### src/sv/srbd_pkg.sv
`timescale 1ns / 1ps
// ----------------------------------------------------------------------------
// srbd_pkg: shared types and constants for the score reel bank driver
// Reel record, command and operation codes, control bundles and widths.
// ----------------------------------------------------------------------------
package srbd_pkg;

	localparam int MAX_REELS   = 8;
	localparam int IDX_W       = $clog2(MAX_REELS);
	localparam int CNT_W       = $clog2(MAX_REELS + 1);
	localparam int DIGIT_W     = 4;
	localparam int BASE_W      = DIGIT_W + 1;
	localparam int PULSE_W     = 16;
	localparam int STEP_W      = 8;
	localparam int AMOUNT_W    = 32;
	localparam int DIV_BITS    = 8;
	localparam int DIV_CYCLES  = AMOUNT_W / DIV_BITS;
	localparam int DIV_CNT_W   = $clog2(DIV_CYCLES);

	// register indexes of the write port
	localparam logic [1:0] REG_REELS_IN_USE    = 2'd0;
	localparam logic [1:0] REG_TOP_DIGIT       = 2'd1;
	localparam logic [1:0] REG_STEPS_PER_DIGIT = 2'd2;

	// signed carry between neighbor reels
	localparam logic [1:0] CARRY_NONE = 2'b00;
	localparam logic [1:0] CARRY_UP   = 2'b01;
	localparam logic [1:0] CARRY_DOWN = 2'b11;

	typedef enum logic [2:0] {
		CMD_TICK  = 3'd0,
		CMD_ADD   = 3'd1,
		CMD_SET   = 3'd2,
		CMD_ZERO  = 3'd3,
		CMD_SPIN  = 3'd4
	} cmd_t;

	typedef enum logic [2:0] {
		OP_TICK = 3'd0,
		OP_ADD  = 3'd1,
		OP_SET  = 3'd2,
		OP_ZERO = 3'd3,
		OP_SPIN = 3'd4,
		OP_NONE = 3'd5
	} op_t;

	typedef struct packed {
		logic [DIGIT_W-1:0]        digit;
		logic signed [PULSE_W-1:0] pulse;
		logic [STEP_W-1:0]         cnt;
	} reel_t;

	typedef struct packed {
		op_t                       op;
		logic [1:0]                carry;
		logic [DIGIT_W-1:0]        dv;
		logic                      neg;
		logic signed [PULSE_W-1:0] delta;
		logic [DIGIT_W-1:0]        top;
		logic [BASE_W-1:0]         base;
		logic [STEP_W-1:0]         steps;
	} alu_ctrl_t;

	typedef struct packed {
		reel_t      reel;
		logic       click;
		logic [1:0] carry;
	} alu_res_t;

endpackage

### src/sv/srbd_div.sv
`timescale 1ns / 1ps
// ----------------------------------------------------------------------------
// srbd_div: iterative divider by the reel base
// Restoring division of a 32-bit magnitude by a 5-bit base, eight bits a cycle.
// ----------------------------------------------------------------------------
module srbd_div import srbd_pkg::*; (
	input  logic                clk,
	input  logic                arst_n,
	input  logic                start,
	input  logic [AMOUNT_W-1:0] dividend,
	input  logic [BASE_W-1:0]   base,
	output logic                done,
	output logic [AMOUNT_W-1:0] quotient,
	output logic [DIGIT_W-1:0]  remainder
);

	logic [AMOUNT_W-1:0]  work_q;
	logic [DIGIT_W-1:0]   rem_q;
	logic [DIV_CNT_W-1:0] cnt_q;
	logic                 busy_q;
	logic                 done_q;

	logic [AMOUNT_W-1:0]  work_n;
	logic [DIGIT_W-1:0]   rem_n;
	logic [BASE_W-1:0]    trial;

	// shift in one dividend bit per step, subtract the base when it fits
	always_comb begin
		work_n = work_q;
		rem_n  = rem_q;
		trial  = '0;
		for (int k = 0; k < DIV_BITS; k++) begin
			trial  = {rem_n, work_n[AMOUNT_W-1]};
			work_n = {work_n[AMOUNT_W-2:0], 1'b0};
			if (trial >= base) begin
				trial     = trial - base;
				work_n[0] = 1'b1;
			end
			rem_n = trial[DIGIT_W-1:0];
		end
	end

	// sequence the passes over the dividend
	always_ff @(posedge clk or negedge arst_n) begin
		if (!arst_n) begin
			busy_q <= 1'b0;
			done_q <= 1'b0;
			cnt_q  <= '0;
		end else begin
			done_q <= 1'b0;
			if (start) begin
				busy_q <= 1'b1;
				cnt_q  <= '0;
			end else if (busy_q) begin
				cnt_q <= cnt_q + 1'b1;
				if (cnt_q == DIV_CNT_W'(DIV_CYCLES - 1)) begin
					busy_q <= 1'b0;
					done_q <= 1'b1;
				end
			end
		end
	end

	// hold the working value and remainder
	always_ff @(posedge clk) begin
		if (start) begin
			work_q <= dividend;
			rem_q  <= '0;
		end else if (busy_q) begin
			work_q <= work_n;
			rem_q  <= rem_n;
		end
	end

	assign done      = done_q;
	assign quotient  = work_q;
	assign remainder = rem_q;

endmodule

### src/sv/srbd_alu.sv
`timescale 1ns / 1ps
// ----------------------------------------------------------------------------
// srbd_alu: shared reel update unit
// Computes the new state of one reel for tick, add, set, zero and spin.
// ----------------------------------------------------------------------------
module srbd_alu import srbd_pkg::*; (
	input  alu_ctrl_t ctrl,
	input  reel_t     reel_in,
	output alu_res_t  res
);

	logic signed [PULSE_W:0]   opnd;
	logic signed [PULSE_W+1:0] sum;
	logic signed [PULSE_W-1:0] p1;
	logic                      clk_start;
	logic [STEP_W-1:0]         cd1;
	logic [STEP_W-1:0]         cd2;
	logic [BASE_W-1:0]         dp;
	logic signed [BASE_W:0]    adj;

	// pick the operand of the saturating pulse adder
	always_comb begin
		case (ctrl.op)
			OP_TICK: opnd = {{(PULSE_W - 1){ctrl.carry[1]}}, ctrl.carry};
			OP_ADD:  opnd = ctrl.neg ? -{{(PULSE_W - DIGIT_W + 1){1'b0}}, ctrl.dv}
			                         :  {{(PULSE_W - DIGIT_W + 1){1'b0}}, ctrl.dv};
			OP_SPIN: opnd = {ctrl.delta[PULSE_W-1], ctrl.delta};
			default: opnd = '0;
		endcase
		sum = {{2{reel_in.pulse[PULSE_W-1]}}, reel_in.pulse} + {opnd[PULSE_W], opnd};
		if (sum > (PULSE_W+2)'(32767))
			p1 = 16'sh7FFF;
		else if (sum < -(PULSE_W+2)'(32768))
			p1 = 16'sh8000;
		else
			p1 = sum[PULSE_W-1:0];
	end

	// apply the operation to the reel
	always_comb begin
		res       = '0;
		res.reel  = reel_in;
		clk_start = 1'b0;
		cd1       = '0;
		cd2       = '0;
		dp        = '0;
		adj       = '0;
		case (ctrl.op)
			OP_TICK: begin
				clk_start     = (p1 != 0) && (reel_in.cnt == 0);
				cd1           = clk_start ? ctrl.steps : reel_in.cnt;
				res.click     = clk_start;
				res.reel.pulse = p1;
				res.reel.cnt  = cd1;
				if (cd1 != 0) begin
					cd2          = cd1 - 1'b1;
					res.reel.cnt = cd2;
					if (cd2 == 0) begin
						if (p1 < 0) begin
							res.reel.pulse = p1 + 16'sd1;
							if (reel_in.digit == 0) begin
								res.reel.digit = ctrl.top;
								res.carry      = CARRY_DOWN;
							end else begin
								res.reel.digit = reel_in.digit - 1'b1;
							end
						end else begin
							res.reel.pulse = p1 - 16'sd1;
							dp = {1'b0, reel_in.digit} + 1'b1;
							if (dp > {1'b0, ctrl.top}) begin
								dp             = dp - ctrl.base;
								res.reel.digit = dp[DIGIT_W-1:0];
								res.carry      = CARRY_UP;
							end else begin
								res.reel.digit = dp[DIGIT_W-1:0];
							end
						end
					end
				end
			end
			OP_ADD, OP_SPIN: begin
				res.reel.pulse = p1;
			end
			OP_SET: begin
				res.reel.digit = ctrl.dv;
				res.reel.pulse = '0;
				res.reel.cnt   = '0;
			end
			OP_ZERO: begin
				// a reel at zero with no borrow from the right stays put
				if (ctrl.carry[0] || (reel_in.digit != 0)) begin
					adj = $signed({1'b0, ctrl.base}) - $signed({5'b0, ctrl.carry[0]})
					    - $signed({2'b0, reel_in.digit});
					res.reel.pulse = {{(PULSE_W - BASE_W - 1){adj[BASE_W]}}, adj};
					res.carry      = CARRY_UP;
				end
			end
			default: begin
				res.reel = reel_in;
			end
		endcase
	end

endmodule

### src/sv/score_reel_bank_driver.sv
`timescale 1ns / 1ps
// ----------------------------------------------------------------------------
// score_reel_bank_driver: bank of electromechanical score reels
// Sequencer, reel storage and result register around the shared update unit.
// ----------------------------------------------------------------------------
// Usage:
//   Send one command request on the s_ channel: s_tuser carries the command,
//   s_tdata the amount, reel number and pulse delta. The block answers with
//   one result per reel in use on the m_ channel, leftmost reel first, with
//   m_tlast on the result for the rightmost reel and m_tuser as status.
//   The user writes configuration registers via cfg_we/cfg_index/cfg_wdata
//   only while no request is in flight; the block does not enforce this.
// Timing:
//   Tick and reset-to-zero walk the reels right to left, one reel a cycle
//   through the shared update unit, then report the reels on the output.
//   Add and set run the base divider once per reel, 4 passes of 8 bits each,
//   with a handoff through the DSTART and DWAIT states before each division.
//   Spin passes through its SPIN state before output.
//   s_tready is high only while the sequencer is idle.
// Reset and stall:
//   Reset clears all reels and loads the register defaults (5, 9, 2).
//   A stalled m_tready holds the result register; the sequencer waits and the
//   next request can be taken while the final result is still waiting.
// ----------------------------------------------------------------------------
module score_reel_bank_driver import srbd_pkg::*; (
	input  logic        clk,
	input  logic        arst_n,
	input  logic        s_tvalid,
	output logic        s_tready,
	// [31:0] amount, [35:32] reel_number, [51:36] pulse_delta, rest zero
	input  logic [55:0] s_tdata,
	// [2:0] command
	input  logic [2:0]  s_tuser,
	output logic        m_tvalid,
	input  logic        m_tready,
	// [2:0] reel_index, [6:3] digit, [22:7] pending_pulses, [23] moving,
	// [24] click, rest zero
	output logic [31:0] m_tdata,
	// [0] status
	output logic [0:0]  m_tuser,
	output logic        m_tlast,
	input  logic        cfg_we,
	input  logic [1:0]  cfg_index,
	input  logic [7:0]  cfg_wdata
);

	typedef enum logic [5:0] {
		ST_IDLE   = 6'b000001,
		ST_WALK   = 6'b000010,
		ST_DSTART = 6'b000100,
		ST_DWAIT  = 6'b001000,
		ST_SPIN   = 6'b010000,
		ST_OUT    = 6'b100000
	} state_t;

	state_t state_q;

	logic [3:0]        reels_q;
	logic [3:0]        top_q;
	logic [STEP_W-1:0] steps_q;

	reel_t             reel_q  [MAX_REELS];
	logic              click_q [MAX_REELS];

	cmd_t                      cmd_q;
	logic                      neg_q;
	logic [AMOUNT_W-1:0]       val_q;
	logic signed [PULSE_W-1:0] delta_q;
	logic [IDX_W-1:0]          idx_q;
	logic [1:0]                carry_q;
	logic                      status_q;
	logic                      spin_ok_q;

	logic                      m_valid_q;
	logic [31:0]               m_data_q;
	logic                      m_user_q;
	logic                      m_last_q;

	logic [IDX_W-1:0]          last_idx;
	logic [BASE_W-1:0]         base;
	logic                      accept;
	logic [AMOUNT_W-1:0]       in_amount;
	logic [DIGIT_W-1:0]        in_rnum;
	logic                      div_start;
	logic                      div_done;
	logic [AMOUNT_W-1:0]       div_quot;
	logic [DIGIT_W-1:0]        div_rem;
	alu_ctrl_t                 ctrl;
	alu_res_t                  res;
	logic                      wr_en;
	logic                      out_load;

	// clamp the reel count to 1..MAX_REELS
	always_comb begin
		if (reels_q == 0)
			last_idx = '0;
		else if (reels_q > CNT_W'(MAX_REELS))
			last_idx = IDX_W'(MAX_REELS - 1);
		else
			last_idx = IDX_W'(reels_q - 1'b1);
	end

	assign base      = {1'b0, top_q} + 1'b1;
	assign s_tready  = (state_q == ST_IDLE);
	assign accept    = s_tvalid && s_tready;
	assign in_amount = s_tdata[31:0];
	assign in_rnum   = s_tdata[35:32];
	assign div_start = (state_q == ST_DSTART);
	assign out_load  = (state_q == ST_OUT) && (!m_valid_q || m_tready);

	srbd_div u_div (
		.clk       (clk),
		.arst_n    (arst_n),
		.start     (div_start),
		.dividend  (val_q),
		.base      (base),
		.done      (div_done),
		.quotient  (div_quot),
		.remainder (div_rem)
	);

	// drive the shared update unit from the sequencer
	always_comb begin
		ctrl       = '0;
		ctrl.carry = carry_q;
		ctrl.dv    = div_rem;
		ctrl.neg   = neg_q;
		ctrl.delta = delta_q;
		ctrl.top   = top_q;
		ctrl.base  = base;
		ctrl.steps = (steps_q == 0) ? STEP_W'(1) : steps_q;
		ctrl.op    = OP_NONE;
		wr_en      = 1'b0;
		case (state_q)
			ST_WALK: begin
				ctrl.op = (cmd_q == CMD_TICK) ? OP_TICK : OP_ZERO;
				wr_en   = 1'b1;
			end
			ST_DWAIT: begin
				ctrl.op = (cmd_q == CMD_ADD) ? OP_ADD : OP_SET;
				wr_en   = div_done;
			end
			ST_SPIN: begin
				ctrl.op = OP_SPIN;
				wr_en   = spin_ok_q;
			end
			default: begin
				ctrl.op = OP_NONE;
			end
		endcase
	end

	srbd_alu u_alu (
		.ctrl    (ctrl),
		.reel_in (reel_q[idx_q]),
		.res     (res)
	);

	// configuration registers
	always_ff @(posedge clk or negedge arst_n) begin
		if (!arst_n) begin
			reels_q <= 4'd5;
			top_q   <= 4'd9;
			steps_q <= 8'd2;
		end else if (cfg_we) begin
			case (cfg_index)
				REG_REELS_IN_USE:    reels_q <= cfg_wdata[3:0];
				REG_TOP_DIGIT:       top_q   <= cfg_wdata[3:0];
				REG_STEPS_PER_DIGIT: steps_q <= cfg_wdata;
				default: ;
			endcase
		end
	end

	// reel storage and click flags
	always_ff @(posedge clk or negedge arst_n) begin
		if (!arst_n) begin
			for (int i = 0; i < MAX_REELS; i++) begin
				reel_q[i]  <= '0;
				click_q[i] <= 1'b0;
			end
		end else begin
			if (accept) begin
				for (int i = 0; i < MAX_REELS; i++)
					click_q[i] <= 1'b0;
			end
			if (wr_en) begin
				reel_q[idx_q] <= res.reel;
				if (ctrl.op == OP_TICK)
					click_q[idx_q] <= res.click;
			end
		end
	end

	// sequencer
	always_ff @(posedge clk or negedge arst_n) begin
		if (!arst_n) begin
			state_q   <= ST_IDLE;
			idx_q     <= '0;
			carry_q   <= CARRY_NONE;
			status_q  <= 1'b0;
			spin_ok_q <= 1'b0;
			cmd_q     <= CMD_TICK;
			neg_q     <= 1'b0;
			val_q     <= '0;
			delta_q   <= '0;
		end else begin
			case (state_q)
				ST_IDLE: begin
					if (accept) begin
						cmd_q    <= cmd_t'(s_tuser);
						neg_q    <= in_amount[AMOUNT_W-1];
						val_q    <= in_amount[AMOUNT_W-1] ? (AMOUNT_W'(0) - in_amount)
						                                  : in_amount;
						delta_q  <= s_tdata[51:36];
						carry_q  <= CARRY_NONE;
						status_q <= 1'b0;
						idx_q    <= last_idx;
						case (cmd_t'(s_tuser))
							CMD_TICK, CMD_ZERO: state_q <= ST_WALK;
							CMD_ADD, CMD_SET:   state_q <= ST_DSTART;
							CMD_SPIN: begin
								idx_q     <= IDX_W'(in_rnum - 1'b1);
								spin_ok_q <= (in_rnum != 0) &&
								             (in_rnum <= {1'b0, last_idx} + 1'b1);
								status_q  <= !((in_rnum != 0) &&
								             (in_rnum <= {1'b0, last_idx} + 1'b1));
								state_q   <= ST_SPIN;
							end
							default: begin
								idx_q   <= '0;
								state_q <= ST_OUT;
							end
						endcase
					end
				end
				ST_WALK: begin
					carry_q <= res.carry;
					if (idx_q == 0) begin
						state_q <= ST_OUT;
					end else begin
						idx_q <= idx_q - 1'b1;
					end
				end
				ST_DSTART: begin
					state_q <= ST_DWAIT;
				end
				ST_DWAIT: begin
					if (div_done) begin
						val_q <= div_quot;
						if (idx_q == 0) begin
							state_q <= ST_OUT;
						end else begin
							idx_q   <= idx_q - 1'b1;
							state_q <= ST_DSTART;
						end
					end
				end
				ST_SPIN: begin
					idx_q   <= '0;
					state_q <= ST_OUT;
				end
				ST_OUT: begin
					if (out_load) begin
						if (idx_q == last_idx) begin
							state_q <= ST_IDLE;
						end else begin
							idx_q <= idx_q + 1'b1;
						end
					end
				end
				default: begin
					state_q <= ST_IDLE;
				end
			endcase
		end
	end

	// result register: load a reel report, hold it until taken
	always_ff @(posedge clk or negedge arst_n) begin
		if (!arst_n) begin
			m_valid_q <= 1'b0;
		end else if (out_load) begin
			m_valid_q <= 1'b1;
		end else if (m_tready) begin
			m_valid_q <= 1'b0;
		end
	end

	always_ff @(posedge clk) begin
		if (out_load) begin
			m_data_q <= {7'b0, click_q[idx_q], (reel_q[idx_q].cnt != 0),
			             reel_q[idx_q].pulse, reel_q[idx_q].digit, idx_q};
			m_user_q <= status_q;
			m_last_q <= (idx_q == last_idx);
		end
	end

	assign m_tvalid   = m_valid_q;
	assign m_tdata    = m_data_q;
	assign m_tuser[0] = m_user_q;
	assign m_tlast    = m_last_q;

endmodule
### config.mk
export PLATFORM = sky130hd
export DESIGN_NAME = score_reel_bank_driver
export DESIGN_NICKNAME = d
export VERILOG_FILES = /design/src/sv/srbd_pkg.sv /design/src/sv/srbd_div.sv /design/src/sv/srbd_alu.sv /design/src/sv/score_reel_bank_driver.sv
export SDC_FILE = /design/constraint.sdc
export NUM_CORES = 1
export LEC_CHECK = 0
export BUFFER_PORTS_ARGS = -buffer_cell sky130_fd_sc_hd__buf_2
export CAP_MARGIN = 20
export CORE_MARGIN = 10
export CORE_UTILIZATION = 45
export DETAILED_ROUTE_END_ITERATION = 10
export RECOVER_POWER = 50
export SYNTH_ARGS = -nofsm -noshare
export SYNTH_HDL_FRONTEND = slang
export SYNTH_HIERARCHICAL = 1
export SYNTH_SLANG_ARGS = --single-unit
### constraint.sdc
create_clock -name clk -period 14.52 [get_ports clk]
set_input_delay 0.726 -clock clk [delete_from_list [all_inputs] [get_ports clk]]
set_output_delay 0.726 -clock clk [all_outputs]
set_load 0.02 [all_outputs]
# --- After elaboration in Yosys (flattened, before gate mapping) ---
# Cells that the tools add are included.
word_totals:
  reg_bits: 381
  in_bits: 74
classes:
  muxes: 94
  reduce_logical: 42
  bitwise_logic: 1
  addsub: 26
  order_cmp: 16
  n_eq_ne: 25
op_table:
  columns: ["cell", "n"]
  rows:
  - ["bitwise mux 224 bit", 1]
  - ["2-to-1 mux 32 bit", 5]
  - ["2-to-1 mux 28 bit", 4]
  - ["binary-select mux 28 bit (select 3 bit)", 1]
  - ["demux 28 bit (select 3 bit)", 1]
  - ["one-hot mux 16 bit (4 select lines)", 1]
  - ["one-hot mux 32 bit (2 select lines)", 1]
  - ["one-hot mux 17 bit (3 select lines)", 1]
  - ["2-to-1 mux 16 bit", 3]
  - ["greater-or-equal comparator 5 bit", 8]
  - ["2-to-1 mux 20 bit", 2]
  - ["2-to-1 mux 4 bit", 10]
  - ["2-to-1 mux 8 bit", 5]
  - ["2-to-1 mux 6 bit", 6]
  - ["one-hot mux 6 bit (6 select lines)", 1]
  - ["subtractor 4 bit", 9]
  - ["nonzero test 32 bit", 1]
  - ["subtractor 1 x 32 -> 32 bit (first input constant)", 1]
  - ["logical NOT 8 bit", 3]
  - ["2-to-1 mux 1 bit", 23]
  - ["2-to-1 mux 3 bit", 7]
  - ["adder 16 x 17 -> 18 bit", 1]
  - ["greater-than comparator 18 x 16 -> 1 bit (second input constant)", 1]
  - ["less-than comparator 18 x 16 -> 1 bit (second input constant)", 1]
  - ["61 further kinds", 107]

# --- Depth between registers and ports, before layout ---
# Gate-level depths: netlist of the first run.
logic_depth:
  ltp_word: 19
  depth_mapped: 54

# --- Hierarchy ---
# The synthesis of the first run kept the hierarchy.
by_module_without_submodules:
  columns: ["mod", "cells_each", "area_per_inst_um2", "instances"]
  rows:
  - ["score_reel_bank_driver", 1266, 16006.6, 1]
  - ["srbd_alu", 641, 4154.0, 1]
  - ["srbd_div", 336, 3528.4, 1]

# --- Worst setup path before layout of the first run ---
# OpenSTA, ideal clock, no wires.
synth_timing:
  path_type: "register to register"
  from: "register top_q[0]"
  to: "register u_div.work_q[0] (netlist: u_div/quotient[0]) (data pin)"
  t_arrival_ns: 11.059
  path_stages_with_launch: 46
  path_slack_ns: 3.201
  required_ns: 14.260
  setup_time_ns: 0.260
  period_less_slack_ns: 11.319
  path_cell_list: "dfstp_2 > ha_1 > inv_1 > ha_1 > nor2b_4 > o31a_1 > or3b_4 > a21oi_2 > mux2_2 > ha_1 > o21a_1 > o31a_1 > o22ai_4 > nor3b_1 > nor2_1 > ha_1 > o21a_1 > o31ai_1 > (+10 left out) > o21a_1 > o21ai_1 > nor3_1 > a21oi_1 > ha_1 > and4_1 > nor3_1 > a21oi_1 > mux2i_1 > ha_1 > nor2b_1 > o31a_1 > o22ai_2 > mux2i_1 > ha_1 > a31oi_1 > o21ai_1 > mux2_2"
synth_between:
  elab_chain_len: 19
  word_cells_on_any_way: 26
synth_lines:
  columns: ["item", "line_no", "text"]
  rows:
  - ["start: declaration", "score_reel_bank_driver.sv:59", "logic [3:0] top_q;"]
  - ["start signal: assignment", "score_reel_bank_driver.sv:168", "REG_TOP_DIGIT: top_q <= cfg_wdata[3:0];"]
  - ["adder 4 x 1 -> 5 bit (*)", "score_reel_bank_driver.sv:103", "assign base = {1'b0, top_q} + 1'b1;"]
  - ["net base[1]", "score_reel_bank_driver.sv:80", "logic [BASE_W-1:0] base;"]
  - ["subtractor 4 bit or greater-or-equal comparator 5 bit (tied branches)", "srbd_div.sv:36, srbd_div.sv:35", null]
  - ["2-to-1 mux 4 bit", "srbd_div.sv:35", "if (trial >= base) begin"]
  - ["subtractor 4 bit or greater-or-equal comparator 5 bit (tied branches)", "srbd_div.sv:36, srbd_div.sv:35", null]
  - ["2-to-1 mux 4 bit", "srbd_div.sv:35", null]
  - ["subtractor 4 bit or greater-or-equal comparator 5 bit (tied branches)", "srbd_div.sv:36, srbd_div.sv:35", null]
  - ["2-to-1 mux 4 bit", "srbd_div.sv:35", null]
  - ["(+4 left out)", null, null]
  - ["subtractor 4 bit or greater-or-equal comparator 5 bit (tied branches)", "srbd_div.sv:36, srbd_div.sv:35", null]
  - ["2-to-1 mux 4 bit", "srbd_div.sv:35", null]
  - ["subtractor 4 bit or greater-or-equal comparator 5 bit (tied branches)", "srbd_div.sv:36, srbd_div.sv:35", null]
  - ["2-to-1 mux 4 bit", "srbd_div.sv:35", null]
  - ["greater-or-equal comparator 5 bit (*)", "srbd_div.sv:35", null]
  - ["2-to-1 mux 1 bit (*)", "srbd_div.sv:35", null]
  - ["2-to-1 mux 32 bit (*)", "srbd_div.sv:69", "end else if (busy_q) begin"]
  - ["2-to-1 mux 32 bit (*)", "srbd_div.sv:66", "if (start) begin"]
  - ["end signal: assignment", "srbd_div.sv:67", "work_q <= dividend;"]
  - ["end signal: assignment", "srbd_div.sv:70", "work_q <= work_n;"]
  - ["end: declaration", "srbd_div.sv:17", "logic [AMOUNT_W-1:0] work_q;"]
# The timed path passes the listed nets; every way through them passes the cells marked *. The select of a mux whose other input is x is not followed.
# A chain may end at the register's enable or synchronous reset.

# --- Final worst setup path of the first run ---
layout_timing:
  from: "register top_q[0]"
  to: "register u_div.rem_q[2] (netlist: u_div/remainder[2])"
layout_between:
  elab_chain_len: 17
  word_cells_on_any_way: 25
layout_lines:
  columns: ["item", "line_no", "text"]
  rows:
  - ["adder 4 x 1 -> 5 bit (*)", "score_reel_bank_driver.sv:103", null]
  - ["net base[1]", "score_reel_bank_driver.sv:80", null]
  - ["subtractor 4 bit or greater-or-equal comparator 5 bit (tied branches)", "srbd_div.sv:36, srbd_div.sv:35", null]
  - ["2-to-1 mux 4 bit", "srbd_div.sv:35", null]
  - ["subtractor 4 bit or greater-or-equal comparator 5 bit (tied branches)", "srbd_div.sv:36, srbd_div.sv:35", null]
  - ["2-to-1 mux 4 bit", "srbd_div.sv:35", null]
  - ["subtractor 4 bit or greater-or-equal comparator 5 bit (tied branches)", "srbd_div.sv:36, srbd_div.sv:35", null]
  - ["2-to-1 mux 4 bit", "srbd_div.sv:35", null]
  - ["(+2 left out)", null, null]
  - ["subtractor 4 bit or greater-or-equal comparator 5 bit (tied branches)", "srbd_div.sv:36, srbd_div.sv:35", null]
  - ["2-to-1 mux 4 bit", "srbd_div.sv:35", null]
  - ["subtractor 4 bit or greater-or-equal comparator 5 bit (tied branches)", "srbd_div.sv:36, srbd_div.sv:35", null]
  - ["2-to-1 mux 4 bit", "srbd_div.sv:35", null]
  - ["greater-or-equal comparator 5 bit or subtractor 4 bit (tied branches)", "srbd_div.sv:35, srbd_div.sv:36", null]
  - ["2-to-1 mux 4 bit", "srbd_div.sv:35", null]
  - ["subtractor 4 bit or greater-or-equal comparator 5 bit (tied branches)", "srbd_div.sv:36, srbd_div.sv:35", null]
  - ["2-to-1 mux 4 bit (*)", "srbd_div.sv:35", null]
  - ["end signal: assignment", "srbd_div.sv:71", "rem_q <= rem_n;"]
  - ["end: declaration", "srbd_div.sv:18", "logic [DIGIT_W-1:0] rem_q;"]
# The timed path passes the listed nets; every way through them passes the cells marked *.

==> results.tsv, run 1 <==
metric	value	unit
status	finished, violations left	
failing checks	capacitance limit, slew limit	
via/cell ratio	6.05	
share of cells above drive strength 1	22.2	%
Post-Synth XOR/XNOR Area	3.03	%
hold depth	2	
worst slack, placed	1.41	ns
per-cell routed wire length	22.4	µm
clock sinks	381	
final worst slack	1.30	ns
number of synthesized flops with an enable pin	59	
post-synthesis sequential area ratio	41.4	%
First DRT Iteration DRCs	1448	
worst reg2reg path endpoint	u_div/remainder[2]	
nets	2497	
Crit path arrival time	13.66	ns
global-route wire length before repair	106000	µm
syn_area_per_cell	10.6	µm²
top-area cell type share of the netlist area	33.0	%
Worst Tran Pin Value	7.16	ns
Final Max Slew Viols	475	
CP max stage delay	0.59	ns
relative slew slack	-377	%
Hold Path Origin	s_tdata[39]	
worst-skew pair later-pin latency	0.59	ns
largest cells by area after synthesis	dfrtp_1, mux2_2, edfxtp_1, ha_1, nand2_1	
post-CTS resize count	0	
row cnt	84	
Clock Skews	0.0271	ns
final setup TNS	0	ns
gpl congestion	0.908	
fin crit period	13.22	ns
clock slew at reported path FFs	0.06	ns
CTS tree	done	
Worst path slowest cell	dfstp_2	
cell mode on critical path	ha_1	
total congestion overflow	0	
MaxCap Viol Count	8	
FILL cells	4808	
Die W	249	µm
die footprint	62200	µm²
Ports	110	
Crit. End Element	register	
Worst Hold Endpoint	delta_q[3]	
WL final	68000	µm
CP Max Fanout	10	
cts bufs inserted	43	
RSZ-0062 raised after global routing	false	
r2r setup slk	1.30	ns
Cells after Synth	2243	
CP Launch Type	register	
Synth Area in Adders	6.56	%
Post-CTS Setup Bufs	0	
Core Region	52300	µm²
Synth Area in Simple Gates	11.5	%
post-synthesis mux area share	16.5	%
Residual DRC	0	
CP Class	register to register	
Die Y-Extent	249	µm
CTS Hold Buffers Added	0	
CTS Root Buffer Type	clkbuf_16	
#FFs+latches synth	381	
vias in the first global route	18200	
area growth from synthesis to layout	10.5	%
setup violators final	0	
Final Cycle Share	91.0	%
commonest non-fill, non-tap cell in the layout	dfrtp_1	
Final Hold Vio Count	0	
Total Routing Usage GR	21.1	%
yosys warns	6	
DRT antenna net count	0	
post-synthesis compound-gate area fraction	17.0	%
Longest Clk Path Bufs	3	
Initial Util	45.3	%
worst r2r src	top_q[0]	
via count	18300	
largest family of logic cells by synthesized area	compound AO/OA/AOI/OAI gates	
Worst Reg-to-Reg Cells	49	
fmax	75.7	MHz
H-tree levels	2	
Req. time, crit path	14.97	ns
commonest non-fill, non-tap cells in the layout	dfrtp_1, mux2_2, nand2_1	
Pre-antenna DRT Iters	8	
Netlist cell types	109	
Yosys top cell by area	dfrtp_1	
Async SR Flop Fraction	83.5	%
synthesized area	23700	µm²
largest net degree at the start of global routing	131	
Hold Crit Class	primary input to register	
# port buffers	98	
dpl hpwl	47700	µm
antenna violations before repair	1	
Synth Flop Type	dfrtp_1	
## worst max-delay path by stage
stage | startpoint | cells past startpoint | slack (ns) | end
3_5_place_dp | top_q[0] | 49 | 1.41 | u_div/remainder[2]
5_1_grt | top_q[0] | 50 | 0.38 | u_div/remainder[2]
3_3_place_gp | top_q[0] | 47 | 1.69 | u_div/quotient[0]
2_1_floorplan | top_q[0] | 45 | 3.20 | u_div/quotient[0]
6_report | top_q[0] | 49 | 1.30 | u_div/remainder[2]
4_1_cts | top_q[0] | 49 | 1.35 | u_div/remainder[2]
## flip-flops by register name, summed over array words and instances, names as in the netlist, 6 cells and up
name,flops
m_tdata,25
state_q,6
delta_q,16
reel_q,224
u_div/quotient,32
click_q,8
steps_q,8
val_q,32
## final cells by class
| cell class | count | area, µm² | area share [%] |
|---|---|---|---|
| Sequential cell | 381 | 9820 | 37.5 |
| Clock inverter | 19 | 231 | 0.884 |
| Multi-Input combinational cell | 1654 | 13000 | 49.7 |
| Clock buffer | 60 | 1190 | 4.54 |
| Inverter | 86 | 323 | 1.23 |
| Tap cell | 688 | 861 | 3.29 |
| Antenna cell | 1 | 2.50 | 0.00956 |
| Timing Repair Buffer | 142 | 739 | 2.82 |
## Yosys cell counts (all sizes together), types with 47 or more instances
cell / n
mux2: 298
o21ai: 113
dfrtp: 312
nand2: 159
a21oi: 97
buf: 58
a21o: 47
edfxtp: 59
inv: 86
a22oi: 65
clkbuf: 70
ha: 101
nor2: 140
## layer usage
layer / global-route usage, % / vias up / wire (µm)
met5: 0 / - / 0
met1: 29.1 / 9178 / 30900
met3: 3.57 / 101 / 4290
met2: 33.3 / 585 / 31100
met4: 6.61 / 0 / 1730
li1: - / 8459 / -
## worst max-delay path: cells and delay by family, from the launching register on
family	cells	cell delay (ns)
AO/OA/AOI/OAI	25	5.73
buffers and inverters	2	0.68
multiplexers	3	1.17
adder cells (fa/ha/maj)	9	2.94
flip-flops	1	0.59
AND/OR/NAND/NOR	10	1.95
## logic make-up (layout without fill, tap and decap cells)
kind of cell | after synthesis | in the layout
mux | 343 | 343
simple gates | 542 | 542
compound gates | 564 | 564
other cells | 1 | 8
flops | 381 | 381
buf+inv | 214 | 307
xor+xnor | 82 | 82
fa+ha+maj | 116 | 116
## per-stage QoR
step | std cells | hold WS [ns] | area (µm²) | utilization [%]
2_1_floorplan | 2249 | 0.425 | 23700 | -
3_3_place_gp | 2948 | 0.446 | 24800 | 47.5
3_5_place_dp | 2950 | 0.450 | 24900 | 47.5
4_1_cts | 3029 | 0.287 | 26300 | 50.2
5_1_grt | 3031 | 0.351 | 26200 | 50.0
6_report | 3031 | 0.362 | 26200 | 50.0
Power of run 1 is not shown: default switching activity piles up to over one toggle a cycle in this logic, so the estimate is an artifact.
==> inputs of run 2 (changes only) <==
CTS_BUF_LIST = sky130_fd_sc_hd__clkbuf_4   (was default)
==> results.tsv, run 2 (same netlist as run 1, synthesis figures left out) <==
metric	value	unit
status	finished, violations left	
failing checks	capacitance limit, slew limit	
largest net degree at the start of global routing	131	
setup violators final	0	
Die W	249	µm
MaxCap Viol Count	8	
Non-Filler Instances	3160	
Req. time, crit path	15.16	ns
commonest non-fill, non-tap cells in the layout	dfrtp_1, mux2_2, clkbuf_4	
Core Region	52300	µm²
Final Hold Vio Count	0	
First DRT Iteration DRCs	1413	
share of cells above drive strength 1	25.6	%
Worst Tran Pin Value	7.19	ns
cell mode on critical path	ha_1	
Clock Skews	0.0842	ns
dpl hpwl	47700	µm
fin crit period	13.30	ns
via/cell ratio	5.94	
Post-CTS Setup Bufs	0	
Initial Util	45.3	%
via count	18800	
FILL cells	4896	
gpl congestion	0.908	
Sequential Area	9820	µm²
Final Cycle Share	91.6	%
CP Launch Type	register	
CP Max Fanout	10	
CP Class	register to register	
Largest register FFs	224	
vias in the first global route	18900	
WL final	68600	µm
Crit path arrival time	13.94	ns
Residual DRC	0	
final setup TNS	0	ns
final worst slack	1.22	ns
worst slack, placed	1.41	ns
Crit. End Element	register	
Pre-antenna DRT Iters	6	
RSZ-0062 raised after global routing	false	
Longest Clk Path Bufs	3	
Total Routing Usage GR	21.5	%
clock sinks	381	
antenna violations before repair	4	
fmax	75.2	MHz
CTS tree	done	
Die Y-Extent	249	µm
relative slew slack	-379	%
CTS Root Buffer Type	clkbuf_4	
post-CTS resize count	0	
Worst path slowest cell	dfstp_1	
Ports	110	
clock slew at reported path FFs	0.07	ns
Hold Crit Class	primary input to register	
row cnt	84	
Final Max Slew Viols	475	
worst-skew pair later-pin latency	0.89	ns
DRT antenna net count	0	
Worst Reg-to-Reg Cells	50	
Most flops, register	reel_q	
cts bufs inserted	104	
nets	2568	
per-cell routed wire length	21.7	µm
total congestion overflow	0	
# port buffers	98	
die footprint	62200	µm²
area growth from synthesis to layout	10.8	%
hold depth	2	
CP max stage delay	0.63	ns
placed cells	2950	
area of the multi-input gates	13000	µm²
H-tree levels	3	
commonest non-fill, non-tap cell in the layout	dfrtp_1	
global-route wire length before repair	108000	µm
[run 2: cell types whose count changed in the layout (fill, tap and decap cells not counted), sizes merged, moves of 4 or more]
| cell | delta |
|---|---|
| diode | +7 |
| clkbuf | +108 |
| dlygate4sd3 | +10 |
| clkinv | +9 |
| bufinv | -4 |
[run 2: stage by stage]
step | utilization (%) | instance area (µm²) | hold slack [ns]
2_1_floorplan | - | 23700 | 0.425
3_3_place_gp | 47.5 | 24800 | 0.446
3_5_place_dp | 47.5 | 24900 | 0.450
4_1_cts | 50.3 | 26300 | 0.00349
5_1_grt | 50.2 | 26300 | -0.00106
6_report | 50.2 | 26300 | 0.0825
[run 2: routing by layer]
layer | GRT usage [%] | vias to the layer above | wire length [µm]
li1 | - | 8680 | -
met1 | 29.4 | 9399 | 31600
met2 | 33.5 | 579 | 31600
met3 | 3.99 | 108 | 3810
met4 | 7.32 | 0 | 1610
met5 | 0 | - | 0
[run 2: layout make-up]
| type | instances | share of cell area (%) |
|---|---|---|
| Antenna cell | 8 | 0.0763 |
| Clock buffer | 167 | 4.78 |
| Clock inverter | 24 | 0.458 |
| Inverter | 86 | 1.23 |
| Multi-Input combinational cell | 1654 | 49.6 |
| Sequential cell | 381 | 37.4 |
| Tap cell | 688 | 3.28 |
| Timing Repair Buffer | 152 | 3.18 |
[run 2: path summary, 6_finish.rpt]
kind                              startpoint                 end  slack (ns)
worst max-delay path                top_q[0]  u_div/remainder[0]        1.22
worst min-delay path            cfg_wdata[7]          steps_q[7]        0.08
worst max register to register      top_q[0]  u_div/remainder[0]        1.22
worst min register to register      val_q[3]            val_q[3]        0.47
max in group asynchronous             arst_n           val_q[14]        5.21
min in group asynchronous             arst_n          reel_q[74]        3.16
[run 2: worst max-delay path: cells and delay by family (launching register included)]
family	cells	cell delay, ns
flip-flops	1	0.63
AND/OR/NAND/NOR	10	1.93
buffers and inverters	2	0.67
adder cells (fa/ha/maj)	9	2.91
AO/OA/AOI/OAI	26	5.76
multiplexers	3	1.17
[run 2: what timing repair did]
| item | in CTS | in global routing |
|---|---|---|
| hold endpoints to repair | 121 | 0 |
| hold buffers | 10 | 0 |
| endpoints found under the setup margin | 0 | 0 |
Power of run 2 is left out for the same reason.
==> inputs of run 3 (changes only) <==
ABC_AREA = 1   (was default)
==> results.tsv, run 3 <==
metric	value	unit
status	finished, violations left	
failing checks	capacitance limit, slew limit	
area growth from synthesis to layout	9.64	%
cts bufs inserted	103	
First DRT Iteration DRCs	1820	
dpl hpwl	48100	µm
Synth Area in Simple Gates	28.2	%
Async SR Flop Fraction	83.5	%
post-synthesis mux area share	0.233	%
Synth Flop Type	dfrtp_1	
global-route wire length before repair	113000	µm
Final Cycle Share	78.5	%
antenna violations before repair	1	
Commonest cells post-synth	nand2_1, dfrtp_1, o21ai_0, inv_1, nor2_1	
Clock Skews	0.0659	ns
Residual DRC	0	
DRT antenna net count	0	
Final Max Slew Viols	356	
fin crit period	11.40	ns
Hold Crit Class	primary input to register	
Largest register FFs	224	
H-tree levels	3	
Longest Clk Path Bufs	3	
#FFs+latches synth	381	
WL final	70800	µm
Crit path arrival time	11.88	ns
Core Region	51600	µm²
most common cell in the netlist	nand2_1	
Most flops, register	reel_q	
number of synthesized flops with an enable pin	59	
final core occ	50.1	%
synthesized area	23600	µm²
top-area cell type share of the netlist area	33.1	%
largest family of logic cells by synthesized area	simple AND/OR/NAND/NOR gates	
cell mode on critical path	nand2_1	
relative slew slack	-307	%
Buf/Inv on CP	11	
CP Launch Type	register	
largest cells by area after synthesis	dfrtp_1, nand2_1, edfxtp_1, o21ai_0, ha_1	
CP Max Fanout	10	
per-cell routed wire length	17.7	µm
RSZ-0062 raised after global routing	false	
setup violators final	0	
CP delay by family, top	simple AND/OR/NAND/NOR gates	
syn_area_per_cell	7.53	µm²
die footprint	62000	µm²
final setup TNS	0	ns
MaxCap Viol Count	6	
worst-skew pair later-pin latency	0.87	ns
vias in the first global route	21200	
Yosys top cell by area	dfrtp_1	
Worst path slowest cell	dfstp_1	
via/cell ratio	5.41	
fmax	87.7	MHz
Die W	249	µm
Synth Area in Adders	6.55	%
CTS Root Buffer Type	clkbuf_4	
post-CTS resize count	0	
nets	3421	
Die Y-Extent	249	µm
yosys warns	6	
total congestion overflow	0	
CP Class	register to register	
commonest non-fill, non-tap cells in the layout	nand2_1, dfrtp_1, o21ai_0	
Pre-antenna DRT Iters	5	
via count	21600	
Req. time, crit path	14.99	ns
Worst Tran Pin Value	6.11	ns
commonest non-fill, non-tap cell in the layout	nand2_1	
post-synthesis compound-gate area fraction	13.5	%
Crit. End Element	register	
Cells after Synth	3131	
largest net degree at the start of global routing	114	
Post-Synth XOR/XNOR Area	2.34	%
share of cells above drive strength 1	10.9	%
clock sinks	381	
Ports	110	
CP max stage delay	0.65	ns
Total Routing Usage GR	22.2	%
Netlist cell types	72	
final worst slack	3.12	ns
clock slew at reported path FFs	0.07	ns
post-synthesis sequential area ratio	41.6	%
worst slack, placed	3.33	ns
Final Hold Vio Count	0	
row cnt	83	
# port buffers	98	
Initial Util	45.7	%
gpl congestion	0.906	
CTS tree	done	
## run 3: cell types whose count changed after synthesis, sizes merged, moves of 45 or more
cell / before / now
mux2: 298 / 4
nor2: 140 / 228
o21ai: 113 / 338
nand3: 25 / 181
nand2: 159 / 1054
a22oi: 65 / 20
nand4: 23 / 71
inv: 86 / 285
## run 3: cell families (layout without fill, tap and decap cells)
group | Yosys count | after routing
adders and majority gates | 115 | 115
and+or+nand+nor | 1576 | 1576
buffers and inverters | 430 | 606
xor gates and xnor gates | 63 | 63
DFF | 381 | 381
other | 1 | 10
muxes | 5 | 5
AOI/OAI and AO/OA | 560 | 560
## run 3: per-layer routing
layer  up-vias  part of all wire [%]  track usage, %
li1      10500                     -               -
met1     10200                    46            30.0
met2       756                    45            34.4
met3       123                   6.6            4.22
met4         0                   3.1            8.91
met5         -                     0               0
## run 3: worst register-to-register path: cells and delay by family, from the launching register on
family | cells | cell delay (ns)
AND/OR/NAND/NOR | 38 | 4.43
adder cells (fa/ha/maj) | 9 | 3.27
buffers and inverters | 11 | 1.42
AO/OA/AOI/OAI | 7 | 1.26
flip-flops | 1 | 0.65
## run 3: final cells by class
type	count	area (µm²)
fillers	5216	25800
multi-input cells	2326	12100
flip-flops and latches	381	9820
clock buffers	151	1130
inverters	290	1090
well taps	680	851
repair buffers	130	703
clock inverters	35	195
diodes	3	7.51
## run 3: final timing paths
path / start / cells after the start / end / slack [ns]
setup / recovery: top_q[0] / 65 / u_div/quotient[0] / 3.12
hold / removal: s_tdata[48] / 3 / delta_q[12] / 0.09
setup reg to reg: top_q[0] / 65 / u_div/quotient[0] / 3.12
hold reg to reg: status_q / 0 / m_tuser / 0.46
max in group asynchronous: arst_n / 6 / val_q[6] / 4.39
min in group asynchronous: arst_n / 2 / reel_q[71] / 2.70
## run 3: repair_timing
item,in CTS,in global routing
buffers inserted,0,0
hold buffers,4,0
hold endpoints to repair,112,0
## run 3: per-stage QoR
| stage | area, µm² | hold slack [ns] | cells |
|---|---|---|---|
| CTS | 25900 | 0.00239 | 3989 |
| global placement | 24500 | 0.449 | 3798 |
| floorplan | 23600 | 0.425 | 3137 |
| global route | 25900 | 0.0506 | 3995 |
| finish | 25900 | 0.0867 | 3996 |
| detailed placement | 24500 | 0.460 | 3799 |
Power of run 3 is left out for the same reason.
